--- config.mk ---
export PLATFORM = sky130hd
export DESIGN_NAME = bounded_list_table_engine
export DESIGN_NICKNAME = d
export VERILOG_FILES = /design/src/rtl/core/blte_pkg.sv /design/src/rtl/core/blte_cell.sv /design/src/rtl/core/blte_chain.sv /design/src/rtl/core/bounded_list_table_engine.sv
export SDC_FILE = /design/constraint.sdc
export NUM_CORES = 1
export LEC_CHECK = 0
export ABC_AREA = 1
export CAP_MARGIN = 5
export CELL_PAD_IN_SITES_DETAIL_PLACEMENT = 0
export CELL_PAD_IN_SITES_GLOBAL_PLACEMENT = 1
export CORE_MARGIN = 2
export CORE_UTILIZATION = 55
export CTS_CLUSTER_SIZE = 14
export DETAILED_ROUTE_END_ITERATION = 6
export DONT_BUFFER_PORTS = 1
export PLACE_DENSITY = 0.88
export SYNTH_ARGS = -nofsm -noshare
export SYNTH_HDL_FRONTEND = slang
export SYNTH_SLANG_ARGS = --single-unit
--- constraint.sdc ---
create_clock -name i_clk -period 19.9 [get_ports i_clk]
set_input_delay 2.985 -clock i_clk [delete_from_list [all_inputs] [get_ports i_clk]]
set_output_delay 2.985 -clock i_clk [all_outputs]
set_load 0.05 [all_outputs]
--- src/rtl/core/blte_pkg.sv ---
`timescale 1ns / 1ps

package blte_pkg;

    localparam int CMD_W  = 3;
    localparam int VAL_W  = 32;
    localparam int SUM_W  = 36;
    localparam int CNT_W  = 5;
    localparam int STAT_W = 2;

    // command codes
    localparam logic [CMD_W-1:0] CMD_APPEND    = 3'd0;
    localparam logic [CMD_W-1:0] CMD_DEL_FIRST = 3'd1;
    localparam logic [CMD_W-1:0] CMD_DEL_ALL   = 3'd2;
    localparam logic [CMD_W-1:0] CMD_SEARCH    = 3'd3;
    localparam logic [CMD_W-1:0] CMD_COUNT     = 3'd4;
    localparam logic [CMD_W-1:0] CMD_CLEAR     = 3'd5;
    localparam logic [CMD_W-1:0] CMD_STATS     = 3'd6;
    localparam logic [CMD_W-1:0] CMD_RSVD      = 3'd7;

    // status codes
    localparam logic [STAT_W-1:0] ST_OK        = 2'd0;
    localparam logic [STAT_W-1:0] ST_FULL      = 2'd1;
    localparam logic [STAT_W-1:0] ST_EMPTY     = 2'd2;
    localparam logic [STAT_W-1:0] ST_NOT_FOUND = 2'd3;

    // chain control: shift goes to every cell, load only to the indexed cell
    typedef struct packed {
        logic shift;
        logic load;
    } t_chain_ctl;

endpackage

--- src/rtl/core/blte_cell.sv ---
`timescale 1ns / 1ps

module blte_cell (
    input  logic                       i_clk,
    input  logic                       i_shift,
    input  logic                       i_load,
    input  logic [blte_pkg::VAL_W-1:0] i_load_data,
    input  logic [blte_pkg::VAL_W-1:0] i_next,
    output logic [blte_pkg::VAL_W-1:0] o_data
);
    import blte_pkg::*;

    logic [VAL_W-1:0] r_data;

    // load wins over the neighbor; otherwise hold
    always_ff @(posedge i_clk) begin
        if (i_load) begin
            r_data <= i_load_data;
        end else if (i_shift) begin
            r_data <= i_next;
        end
    end

    assign o_data = r_data;

endmodule

--- src/rtl/core/blte_chain.sv ---
`timescale 1ns / 1ps

module blte_chain #(
    parameter int CAPACITY = 16,
    parameter int IW       = (CAPACITY > 1) ? $clog2(CAPACITY) : 1
) (
    input  logic                       i_clk,
    input  blte_pkg::t_chain_ctl       i_ctl,
    input  logic [IW-1:0]              i_load_idx,
    input  logic [blte_pkg::VAL_W-1:0] i_load_data,
    output logic [blte_pkg::VAL_W-1:0] o_head
);
    import blte_pkg::*;

    logic [VAL_W-1:0] w_data [CAPACITY];

    for (genvar g = 0; g < CAPACITY; g++) begin : g_cell
        logic [VAL_W-1:0] w_next;

        // last cell has no neighbor; its shifted value is never read
        if (g == CAPACITY - 1) begin : g_tail
            assign w_next = i_load_data;
        end else begin : g_mid
            assign w_next = w_data[g+1];
        end

        blte_cell u_cell (
            .i_clk       (i_clk),
            .i_shift     (i_ctl.shift),
            .i_load      (i_ctl.load && (i_load_idx == IW'(g))),
            .i_load_data (i_load_data),
            .i_next      (w_next),
            .o_data      (w_data[g])
        );
    end

    assign o_head = w_data[0];

endmodule

--- src/rtl/core/bounded_list_table_engine.sv ---
`timescale 1ns / 1ps

// Channel   Valid     Stall     Payload
// input     i_valid   o_stall   i_command, i_value
// result    o_valid   i_stall   o_status, o_position, o_match_count, o_fill_count,
//                               o_is_empty, o_is_full, o_total, o_smallest, o_largest
//
// One item at a time: an accept step, then a walk step per filled entry, then a
// done step that loads the result register once it is free. The walk pops cell 0
// of the chain each cycle and pushes it back at the tail of the list unless deleted.
// A new item is taken while the previous result still waits under i_stall; the
// finished item holds in the done state until the result register frees up.
// Reset (i_rst_n, synchronous) empties the list; entry contents are not cleared.

module bounded_list_table_engine #(
    parameter int CAPACITY = 16
) (
    input  logic                        i_clk,
    input  logic                        i_rst_n,
    input  logic                        i_valid,
    output logic                        o_stall,
    input  logic [blte_pkg::CMD_W-1:0]  i_command,
    input  logic [blte_pkg::VAL_W-1:0]  i_value,
    output logic                        o_valid,
    input  logic                        i_stall,
    output logic [blte_pkg::STAT_W-1:0] o_status,
    output logic [blte_pkg::CNT_W-1:0]  o_position,
    output logic [blte_pkg::CNT_W-1:0]  o_match_count,
    output logic [blte_pkg::CNT_W-1:0]  o_fill_count,
    output logic                        o_is_empty,
    output logic                        o_is_full,
    output logic [blte_pkg::SUM_W-1:0]  o_total,
    output logic [blte_pkg::VAL_W-1:0]  o_smallest,
    output logic [blte_pkg::VAL_W-1:0]  o_largest
);
    import blte_pkg::*;

    localparam int IW = (CAPACITY > 1) ? $clog2(CAPACITY) : 1;
    localparam int CW = $clog2(CAPACITY + 1);
    localparam logic [CW-1:0] CAP_C = CW'(CAPACITY);

    typedef enum logic [1:0] {
        S_IDLE,
        S_WALK,
        S_DONE
    } t_state;

    t_state           r_state;
    logic [CW-1:0]    r_len;        // fill count, live through the walk
    logic [CW-1:0]    r_pops;       // entries still to visit
    logic [CW-1:0]    r_idx;        // original position of the head
    logic [CW-1:0]    r_pos;
    logic [CW-1:0]    r_matches;
    logic             r_found;
    logic             r_any;        // at least one entry kept so far
    logic             r_was_empty;
    logic             r_full_hit;
    logic [CMD_W-1:0] r_cmd;
    logic [VAL_W-1:0] r_value;
    logic [SUM_W-1:0] r_sum;
    logic [VAL_W-1:0] r_lo;
    logic [VAL_W-1:0] r_hi;

    logic              r_out_valid;
    logic [STAT_W-1:0] r_out_status;
    logic [CW-1:0]     r_out_pos;
    logic [CW-1:0]     r_out_matches;
    logic [CW-1:0]     r_out_fill;
    logic              r_out_full;
    logic [SUM_W-1:0]  r_out_sum;
    logic [VAL_W-1:0]  r_out_lo;
    logic [VAL_W-1:0]  r_out_hi;

    logic             w_accept;
    logic             w_is_append;
    logic             w_full;
    logic [CW-1:0]    n_len;
    logic [VAL_W-1:0] w_head;
    logic [SUM_W-1:0] w_head_wide;
    logic             w_match;
    logic             w_first_hit;
    logic             w_discard;
    logic             w_out_free;
    logic [STAT_W-1:0] w_status;
    t_chain_ctl       w_ctl;
    logic [IW-1:0]    w_load_idx;
    logic [VAL_W-1:0] w_load_data;

    assign o_stall     = (r_state != S_IDLE);
    assign w_accept    = i_valid && !o_stall;
    assign w_is_append = (i_command == CMD_APPEND);
    assign w_full      = (r_len >= CAP_C);
    assign w_out_free  = !r_out_valid || !i_stall;

    // fill count once the accept cycle has applied append or clear
    always_comb begin
        n_len = r_len;
        if (w_is_append && !w_full) begin
            n_len = r_len + CW'(1);
        end else if (i_command == CMD_CLEAR) begin
            n_len = '0;
        end
    end

    // head of the list against the operand
    assign w_head_wide = {{(SUM_W - VAL_W){w_head[VAL_W-1]}}, w_head};
    assign w_match     = (w_head == r_value);
    assign w_first_hit = w_match && !r_found;
    assign w_discard   = ((r_cmd == CMD_DEL_FIRST) && w_first_hit) ||
                         ((r_cmd == CMD_DEL_ALL) && w_match);

    // chain control: append writes slot r_len; the walk pushes the head
    // back at the tail of the shortened list unless it is dropped
    always_comb begin
        w_ctl       = '0;
        w_load_idx  = r_len[IW-1:0];
        w_load_data = i_value;
        if (r_state == S_WALK) begin
            w_ctl.shift = 1'b1;
            w_ctl.load  = !w_discard;
            w_load_idx  = IW'(r_len - CW'(1));
            w_load_data = w_head;
        end else if (w_accept && w_is_append && !w_full) begin
            w_ctl.load = 1'b1;
        end
    end

    blte_chain #(
        .CAPACITY (CAPACITY),
        .IW       (IW)
    ) u_chain (
        .i_clk       (i_clk),
        .i_ctl       (w_ctl),
        .i_load_idx  (w_load_idx),
        .i_load_data (w_load_data),
        .o_head      (w_head)
    );

    // result status from what the walk saw
    always_comb begin
        unique case (r_cmd)
            CMD_APPEND: begin
                w_status = r_full_hit ? ST_FULL : ST_OK;
            end
            CMD_DEL_FIRST, CMD_DEL_ALL, CMD_SEARCH, CMD_COUNT: begin
                if (r_was_empty) begin
                    w_status = ST_EMPTY;
                end else if (!r_found) begin
                    w_status = ST_NOT_FOUND;
                end else begin
                    w_status = ST_OK;
                end
            end
            CMD_CLEAR: begin
                w_status = ST_OK;
            end
            default: begin
                // stats, and the reserved code acting as stats
                w_status = r_was_empty ? ST_EMPTY : ST_OK;
            end
        endcase
    end

    always_ff @(posedge i_clk) begin
        if (!i_rst_n) begin
            r_state     <= S_IDLE;
            r_len       <= '0;
            r_out_valid <= 1'b0;
        end else begin
            // drop the result once taken; the done state reloads it itself
            if (r_out_valid && !i_stall && (r_state != S_DONE)) begin
                r_out_valid <= 1'b0;
            end

            unique case (r_state)
                S_IDLE: begin
                    if (w_accept) begin
                        r_cmd       <= i_command;
                        r_value     <= i_value;
                        r_was_empty <= (r_len == '0);
                        r_full_hit  <= w_is_append && w_full;
                        r_len       <= n_len;
                        r_pops      <= n_len;
                        r_idx       <= '0;
                        r_pos       <= '0;
                        r_matches   <= '0;
                        r_found     <= 1'b0;
                        r_any       <= 1'b0;
                        r_sum       <= '0;
                        r_lo        <= '0;
                        r_hi        <= '0;
                        r_state     <= (n_len == '0) ? S_DONE : S_WALK;
                    end
                end
                S_WALK: begin
                    if (w_match) begin
                        r_matches <= r_matches + CW'(1);
                    end
                    if (w_first_hit) begin
                        r_found <= 1'b1;
                        r_pos   <= r_idx + CW'(1);
                    end
                    if (w_discard) begin
                        r_len <= r_len - CW'(1);
                    end else begin
                        // fold the kept entry into the statistics
                        r_sum <= r_sum + w_head_wide;
                        r_any <= 1'b1;
                        if (!r_any || ($signed(w_head) < $signed(r_lo))) begin
                            r_lo <= w_head;
                        end
                        if (!r_any || ($signed(w_head) > $signed(r_hi))) begin
                            r_hi <= w_head;
                        end
                    end
                    r_idx  <= r_idx + CW'(1);
                    r_pops <= r_pops - CW'(1);
                    if (r_pops == CW'(1)) begin
                        r_state <= S_DONE;
                    end
                end
                S_DONE: begin
                    // hold until the result register is free
                    if (w_out_free) begin
                        r_out_valid   <= 1'b1;
                        r_out_status  <= w_status;
                        r_out_pos     <= ((r_cmd == CMD_SEARCH) || (r_cmd == CMD_DEL_FIRST))
                                         ? r_pos : '0;
                        r_out_matches <= ((r_cmd == CMD_COUNT) || (r_cmd == CMD_DEL_ALL))
                                         ? r_matches : '0;
                        r_out_fill    <= r_len;
                        r_out_full    <= (r_len == CAP_C);
                        r_out_sum     <= r_sum;
                        r_out_lo      <= r_lo;
                        r_out_hi      <= r_hi;
                        r_state       <= S_IDLE;
                    end
                end
                default: begin
                    r_state <= S_IDLE;
                end
            endcase
        end
    end

    assign o_valid       = r_out_valid;
    assign o_status      = r_out_status;
    assign o_position    = CNT_W'(r_out_pos);
    assign o_match_count = CNT_W'(r_out_matches);
    assign o_fill_count  = CNT_W'(r_out_fill);
    assign o_is_empty    = (r_out_fill == '0);
    assign o_is_full     = r_out_full;
    assign o_total       = r_out_sum;
    assign o_smallest    = r_out_lo;
    assign o_largest     = r_out_hi;

endmodule
==> metrics.md <==
| Metric | Value |
|---|---|
| Dominant synthesized flop cell | edfxtp_1 |
| Share of layout cells above drive strength 1 | 0.06880 |
| Starting DRC count in detailed routing | 2092 |
| Synth Cell Area | 37590 sq um |
| Worst skew pair latency | 0.64 ns |
| CP peak stage delay | 0.73 ns |
| Total global routing overflow | 0 |
| Slew HR | 0.2080 |
| Pre-CTS WS | 12.63 ns |
| 1st-pass router iterations | 7 |
| Number of global-route vias before repair | 22750 |
| DP Cell Count | 4314 |
| Max Buffers Root-to-Sink | 3 |
| PnR worst setup slack | 13.29 ns |
| Hpwl dp | 54.14 mm |
| Yosys warnings | 0 |
| DR vias/cell | 5.484 |
| Drt drc | 0 |
| Die W | 265.4 um |
| Syn Inst Count | 3606 |
| Vias | 24480 |
| Crit path depth | 9 |
| Core box area | 67400 sq um |
| Routability Congestion | 0.9508 |
| Starting Density | 0.5577 |
| Area delta synth->final | 7.626% |
| WHS Endpoint | o_smallest[15]$_DFFE_PP_ |
| GRT Total Usage | 0.2265 |
| Top delay family on crit path | simple AND/OR/NAND/NOR gates |
| Number of CTS-inserted buffers | 83 |
| Antenna Violating Nets Remaining | 0 |
| Initial antenna violation count | 0 |
| Clock skew | 0.03080 ns |
| PortBufs | 0 |
| Commonest non-fill, non-tap cell in the layout | nand2_1 |
| Max FO, Critical Path | 128 |
| RSZ-0062 raised after global routing | no |
| Seq/Total Area, Yosys | 0.6346 |
| Crit. End Element | register |
| Slowest-stage cell, CP | buf_4 |
| Root buffer cell | clkbuf_16 |
| Global-route wire length before repair | 126.8 mm |
| H-tree depth | 3 |
| Final WL | 79.84 mm |
| Worst-path clk slew | 0.06 ns |
| Count of cell types in the netlist | 47 |
| Share of flip-flops with an asynchronous set or reset | 0 |
| FF/Latch Area | 23850 sq um |
| #FFs+latches synth | 797 |
| Max-slew violations | 0 |
| Final-report setup violation count | 0 |
| Max cap viols | 0 |
| Slew of the pin with the lowest slew margin | 1.184 ns |
| Buf/Inv on CP | 4 |
| Fin crit period | 6.609 ns |
| CTS tree | built |
| RR Endpoint | u_chain.g_cell[3].u_cell.o_data[31]$_DFFE_PP_ |
| Pleak | 0.01667 uW |
| Post-CTS Setup Bufs | 0 |
| Reg2reg setup slack | 14.71 ns |
| Final #Nets | 3671 |
| Critical Path Source Type | input port |
| Worst path cell trace | inv_1, nand4_1, or2_1, nand2_8, buf_4, buf_4, nand2_4, nand2_1, buf_4 |
| Num ports | 160 |
| Hold Startpoint | r_lo[15]$_DFFE_PP_ |
| FF-to-FF Start | u_chain.g_cell[0].u_cell.o_data[18]$_DFFE_PP_ |
| Commonest non-fill, non-tap cells in the layout | nand2_1 (1223), edfxtp_1 (789), nand3_1 (533), inv_1 (198), nor2_1 (167) |
| Final Hold Viols | 0 |
| Number of fill cells | 5476 |
| Power density over cell area | 164.8 nW/um^2 |
| Cts hold-fix bufs | 0 |
| Avg WL per Cell | 17.88 um |
| Syn_area_per_cell | 10.42 sq um |
| Required time worst endpoint | 20.20 ns |
| Multi-input logic area | 11800 sq um |
| Number of synthesized flops with an enable pin | 789 |
| FP Rows | 95 |
| Final period util | 0.3321 |
| Largest net degree at the start of global routing | 129 |
| Reg2reg path depth | 14 |
| PostCTS Resize Cnt | 0 |
| Final TNS setup | 0 ns |
| Worst Hold Class | reg -> reg |
| Hold path depth | 0 |
| WP data arrival | 6.91 ns |
| Post-Syn Nets | 3751 |
| Final std cells w/o fill | 4464 |
| Max IR drop VDD | 0.09122 mV |
| Setup crit start | i_command[1] |
| CTS Sinks | 797 |
| Max Fclk | 151.3 MHz |
| Die H | 265.4 um |
| Full die area | 70450 sq um |
| Status | finished clean |
| Crit Path Category | in -> reg |
| Most frequent cell on the critical path | buf_4 |
[worst max-delay path by stage]
stage / endpoint / slack (ns)
after global routing: u_chain.g_cell[3].u_cell.o_data[26]$_DFFE_PP_ / 12.94
after floorplan: o_fill_count[0]$_DFFE_PP_ / 11.20
after detailed placement: u_chain.g_cell[3].u_cell.o_data[7]$_DFFE_PP_ / 12.63
final: u_chain.g_cell[3].u_cell.o_data[31]$_DFFE_PP_ / 13.29
after global placement: u_chain.g_cell[3].u_cell.o_data[6]$_DFFE_PP_ / 12.65
after CTS: u_chain.g_cell[3].u_cell.o_data[31]$_DFFE_PP_ / 13.27
[routing by layer]
metal	vias to the layer above	wire [um]	GRT usage	part of all wire
li1	12140	-	-	-
met3	129	4156	0.03333	0.052
met5	-	0	0	0
met1	11540	34630	0.3103	0.43
met2	665	38890	0.3755	0.49
met4	0	2153	0.07085	0.027
[kinds of logic (layout without fill, tap and decap cells)]
family	Yosys count	after routing	synth area share
adder cells (fa/ha/maj)	106	106	0.03548
XOR/XNOR	29	29	0.006957
AND/OR/NAND/NOR	2009	2009	0.2299
flip-flops	797	797	0.6346
other	0	1	0
AO/OA/AOI/OAI	261	261	0.04024
buffers and inverters	404	388	0.05289
[cells in the mapped netlist (6+ instances only)]
master	instances	area (sq um)
a21oi_1	124	620.6
buf_1	6	22.52
buf_2	139	695.7
buf_4	15	112.6
buf_6	30	337.8
clkbuf_1	7	26.28
dfxtp_1	8	160.2
edfxtp_1	789	23690
ha_1	105	1314
inv_1	198	743.2
inv_2	7	26.28
nand2_1	1223	4591
nand2_2	6	37.54
nand2_4	16	180.2
nand3_1	533	2668
nand4_1	18	112.6
nor2_1	170	638.1
nor2_4	6	67.56
nor2_8	8	160.2
nor3_1	10	50.05
o21a_1	13	97.59
o21ai_0	71	355.3
o21ai_2	32	280.3
xnor2_1	23	201.4
[worst register-to-register path: cells and delay by family (launching register included)]
| family | cells | cell delay [ns] |
|---|---|---|
| and+or+nand+nor | 10 | 2.41 |
| buffers and inverters | 4 | 1.93 |
| DFF | 1 | 0.53 |
[where the power goes]
part	total, uW	internal (uW)	leakage [uW]	switching (uW)
registers	2970	2620	0.00740	349
logic	2170	557	0.00797	1610
clock network	1530	885	0.00131	646
total	6670	4060	0.0167	2610
[cell type report]
class / count / area share
Antenna cell: 1 / 0.00006185
Clock buffer: 106 / 0.05499
Clock inverter: 43 / 0.01079
Inverter: 206 / 0.01936
Multi-Input combinational cell: 2405 / 0.2916
Sequential cell: 797 / 0.5896
Tap cell: 873 / 0.02700
Timing Repair Buffer: 33 / 0.006618
[state kept, by name (all words and copies together), names as in the netlist, 32 cells and up]
name                          count
u_chain.g_cell.u_cell.o_data    512
o_total                          36
r_sum                            36
o_largest                        32
o_smallest                       32
r_hi                             32
r_lo                             32
r_value                          32
[per-stage QoR]
| step | hold WS [ns] | total power (uW) | instance area, sq um | utilization |
|---|---|---|---|---|
| 2_1_floorplan | 0.4264 | 4561 | 37590 | - |
| 3_3_place_gp | 0.4337 | 5108 | 37770 | 0.5603 |
| 3_5_place_dp | 0.4344 | 5159 | 37790 | 0.5608 |
| 4_1_cts | 0.4452 | 6693 | 40450 | 0.6002 |
| 5_1_grt | 0.4526 | 7075 | 40450 | 0.6002 |
| 6_report | 0.4443 | 6666 | 40460 | 0.6003 |
Note: power is estimated with default switching activity, not from simulation.
